## src/rtl/assert_macros.svh

```systemverilog
// Assertion helpers shared by the RTL.
`ifndef ASSERT_MACROS_SVH
`define ASSERT_MACROS_SVH

// Same-cycle implication, held off during reset.
`define ASSERT_NOW(label, clk, rst, ante, cons, msg) \
  label: assert property (@(posedge clk) disable iff (rst) (ante) |-> (cons)) else $error(msg);

// Next-cycle implication, held off during reset.
`define ASSERT_NEXT(label, clk, rst, ante, cons, msg) \
  label: assert property (@(posedge clk) disable iff (rst) (ante) |=> (cons)) else $error(msg);

`endif

```

## src/rtl/sst_ram.sv

```systemverilog
module sst_ram #(
  parameter int WIDTH = 8,
  parameter int DEPTH = 16
) (
  input  logic                     clk,
  input  logic                     we,
  input  logic [$clog2(DEPTH)-1:0] waddr,
  input  logic [WIDTH-1:0]         wdata,
  input  logic [$clog2(DEPTH)-1:0] raddr,
  output logic [WIDTH-1:0]         rdata
);

  logic [WIDTH-1:0] mem [DEPTH];

  always_ff @(posedge clk) begin
    if (we) begin
      mem[waddr] <= wdata;
    end
    rdata <= mem[raddr];
  end

endmodule
```

## config.mk

```make
export PLATFORM = sky130hd
export DESIGN_NAME = sst_ram
export DESIGN_NICKNAME = d
export VERILOG_FILES = /design/src/rtl/assert_macros.svh /design/src/rtl/sst_ram.sv
export SDC_FILE = /design/constraint.sdc
export NUM_CORES = 1
export LEC_CHECK = 0
export ABC_AREA = 1
export BUFFER_PORTS_ARGS = -buffer_cell sky130_fd_sc_hd__buf_2
export CAP_MARGIN = 20
export CORE_ASPECT_RATIO = 1.1
export CORE_MARGIN = 3
export CORE_UTILIZATION = 40
export DETAILED_ROUTE_END_ITERATION = 10
export GPL_TIMING_DRIVEN = 1
export SYNTH_ARGS = -nofsm -noshare
export SYNTH_HDL_FRONTEND = slang
export SYNTH_SLANG_ARGS = --single-unit
export TNS_END_PERCENT = 100
```

## constraint.sdc

```tcl
create_clock -name clk -period 1.5 [get_ports clk]
set_clock_uncertainty 0.2 [all_clocks]
set_input_delay 0.3 -clock clk [delete_from_list [all_inputs] [get_ports clk]]
set_output_delay 0.3 -clock clk [all_outputs]
set_load 0.01 [all_outputs]
```

==> flow_metrics.env <==
export IMPL_power_w=0.00878
export IMPL_ff2ff_path_depth=6
export IMPL_hold_slack_ns=0.104
export IMPL_whs_path_depth=1
export IMPL_hold_viol_final=0
export IMPL_hpwl_mm=8.45
export IMPL_worstPathCellList="buf_2"
export IMPL_cts_root_buf="clkbuf_16"
export IMPL_gp_congestion=0.819
export IMPL_routed_via_count=3863
export IMPL_antenna_found_initial=0
export IMPL_post_route_min_period_ns=1.43
export IMPL_worstHoldStart="wdata[1]"
export IMPL_synth_edf_count=128
export IMPL_core_area_mm2=0.0140
export IMPL_die_area_mm2=0.0159
export IMPL_grtUsageTotal_pct=17.3
export IMPL_path_class="register to output port"
export IMPL_cts_sink_count=136
export IMPL_ys_flop_type="edfxtp_1"
export IMPL_drc_errors=0
export IMPL_dieHeight_um=132
export IMPL_start_kind="register"
export IMPL_synth_yosys_seq_area_share_pct=69.4
export IMPL_portBuffers=25
export IMPL_max_slew_margin_rel_pct=73.1
export IMPL_numCtsBuffers=17
export IMPL_min_path_type="primary input to register"
export IMPL_crit_cells=1
export IMPL_synth_area_mm2=0.00577
export IMPL_grt_first_pass_wirelength_mm=20.9
export IMPL_grt_max_degree=44
export IMPL_timing_final_crit_share_pct=95.4
export IMPL_cts_htree_levels=4
export IMPL_synth_top_area_cell="edfxtp_1"
export IMPL_place_ws_ns=-0.133
export IMPL_cp_end_kind="output port"
export IMPL_yosysWarnings=0
export IMPL_grt_pass1_vias=3942
export IMPL_setup_viol=0
export IMPL_cts_clk_slew_worst_paths_ns=0.06
export IMPL_cts_tree="done"
export IMPL_synthTopCellsByCount="173 x nand2_1, 128 x edfxtp_1, 100 x inv_1"
export IMPL_run_status="complete, no violations"
export IMPL_crit_required_ns=1.00
export IMPL_slew_violations=0
export IMPL_worstPathArrival_ns=0.93
export IMPL_switching_share_pct=22.0
export IMPL_r2r_end="rdata[2]"
export IMPL_layout_drive_gt1_share_pct=14.4
export IMPL_worst_slack_ns=0.0693
export IMPL_slowest_delay_ns=0.36
export IMPL_drt_iter0_markers=336
export IMPL_clk_latency_ns=0.41
export IMPL_pwr_share_seq_pct=48.7
export IMPL_synth_async_reset_ratio_pct=0
export IMPL_leakage_nw=2.98
export IMPL_rsz0062_at_grt="false"
export IMPL_viasPerCell=4.80
export IMPL_overflow=0
export IMPL_cap_violations=0
export IMPL_wl_mm=12.9
export IMPL_area_growth_pct=18.5
export IMPL_ys_ff_latch=136
export IMPL_clock_path_buffers=2
export IMPL_rows=45
export IMPL_vdd_drop_max_mv=0.749
export IMPL_antennaDiodeCount=0
export IMPL_synthTopCellsByArea="edfxtp_1 67%, nand2_1 11%, nand3_1 8.4%, inv_1 6.5%, dfxtp_1 2.8%"
export IMPL_powerDensity_mw_per_mm2=1290
export IMPL_ant_nets=0
export IMPL_die_w_um=120
export IMPL_synth_top_area_share_pct=66.7
export IMPL_clkPwrFrac_pct=45.0
export IMPL_wire_per_inst_um=16.0
export IMPL_yosysUniqueCellTypes=12
export IMPL_reg2reg_from="mem[11][2]"
export IMPL_critPathTopFamily="flip-flops"
export IMPL_postCtsHoldBufs=0
export IMPL_worstMarginPinSlew_ns=0.404
export IMPL_holdPathEnd="mem[1][1]"
export IMPL_syn_area_per_cell_um2=10.5
export IMPL_firstDrtPassIters=5
export IMPL_ctsResizeCount=0
export IMPL_fmax_mhz=699
export IMPL_start_util_pct=41.3
export IMPL_layout_nets=621
export IMPL_intPower_w=0.00685
export IMPL_ff2ff_setup_slack_ns=0.32
export IMPL_yosys_cell_count_top_type="nand2_1"
export IMPL_syn_nets=569
export IMPL_path_buf_inv=1
export IMPL_crit_fanout=1
export IMPL_io_pin_count=26
export IMPL_p_comb_share_pct=6.3
export IMPL_post_cts_buffers=0
export IMPL_p_switching_w=0.00193
export IMPL_cp_slowest_cell="dfxtp_1"
export IMPL_synthCells=551
## cells in the final DEF, fill, tap and decap left out, drive strengths merged
cell type    n
bufinv       1
dfxtp        8
inv        104
nand3       97
clkinvlp     2
nand2      173
buf         57
clkbuf      22
clkinv       5
nand3b       2
edfxtp     128
nor2        17
## registers in the layout, indices dropped and copies added, names as in the netlist
name / flops
mem: 128
rdata: 8
## cell type report
class	count	area, µm²
inverters	102	383
flip-flops and latches	136	4000
clock inverters	10	95.1
well taps	188	235
multi-input cells	289	1210
fillers	1320	7130
repair buffers	57	428
clock buffers	22	474
## power groups by stage
stage / Clock (W) / Sequential (W) / Combinational, W
floorplan: 0 / 0.00436 / 0.000300
global placement: 0 / 0.00436 / 0.000549
detailed placement: 0 / 0.00436 / 0.000554
CTS: 0.00400 / 0.00428 / 0.000557
global route: 0.00417 / 0.00429 / 0.000620
finish: 0.00395 / 0.00428 / 0.000549
## cell families (layout without fill, tap and decap cells)
group,after synthesis,in the layout,synth area share [%]
flip-flops,136,136,69.4
buffers and inverters,126,191,9.52
AND/OR/NAND/NOR,289,289,21.0
## worst max path at each step
stage | endpoint | startpoint | slack (ns)
after floorplan | mem[4][0] | waddr[3] | 0.05
after global placement | mem[5][1] | waddr[3] | -0.12
after detailed placement | mem[5][0] | waddr[3] | -0.13
after CTS | rdata[0] | rdata[0] | 0.04
after global routing | rdata[7] | rdata[7] | 0.04
final | rdata[7] | rdata[7] | 0.07
## layer usage
layer / track usage, % / wire length (µm)
met5: 0 / 0
met4: 6.23 / 221
met3: 3.35 / 557
met2: 29.2 / 6490
met1: 22.3 / 5620
## through the flow
| step | utilization [%] | std cells | setup TNS [ns] | instance area (µm²) |
|---|---|---|---|---|
| floorplan | - | 551 | 0 | 5770 |
| global placement | 44.9 | 772 | -1.70 | 6260 |
| detailed placement | 44.9 | 772 | -2.83 | 6260 |
| CTS | 48.9 | 804 | 0 | 6830 |
| global route | 48.9 | 804 | 0 | 6830 |
| finish | 48.9 | 804 | 0 | 6830 |
(Power assumes the default switching activity.)
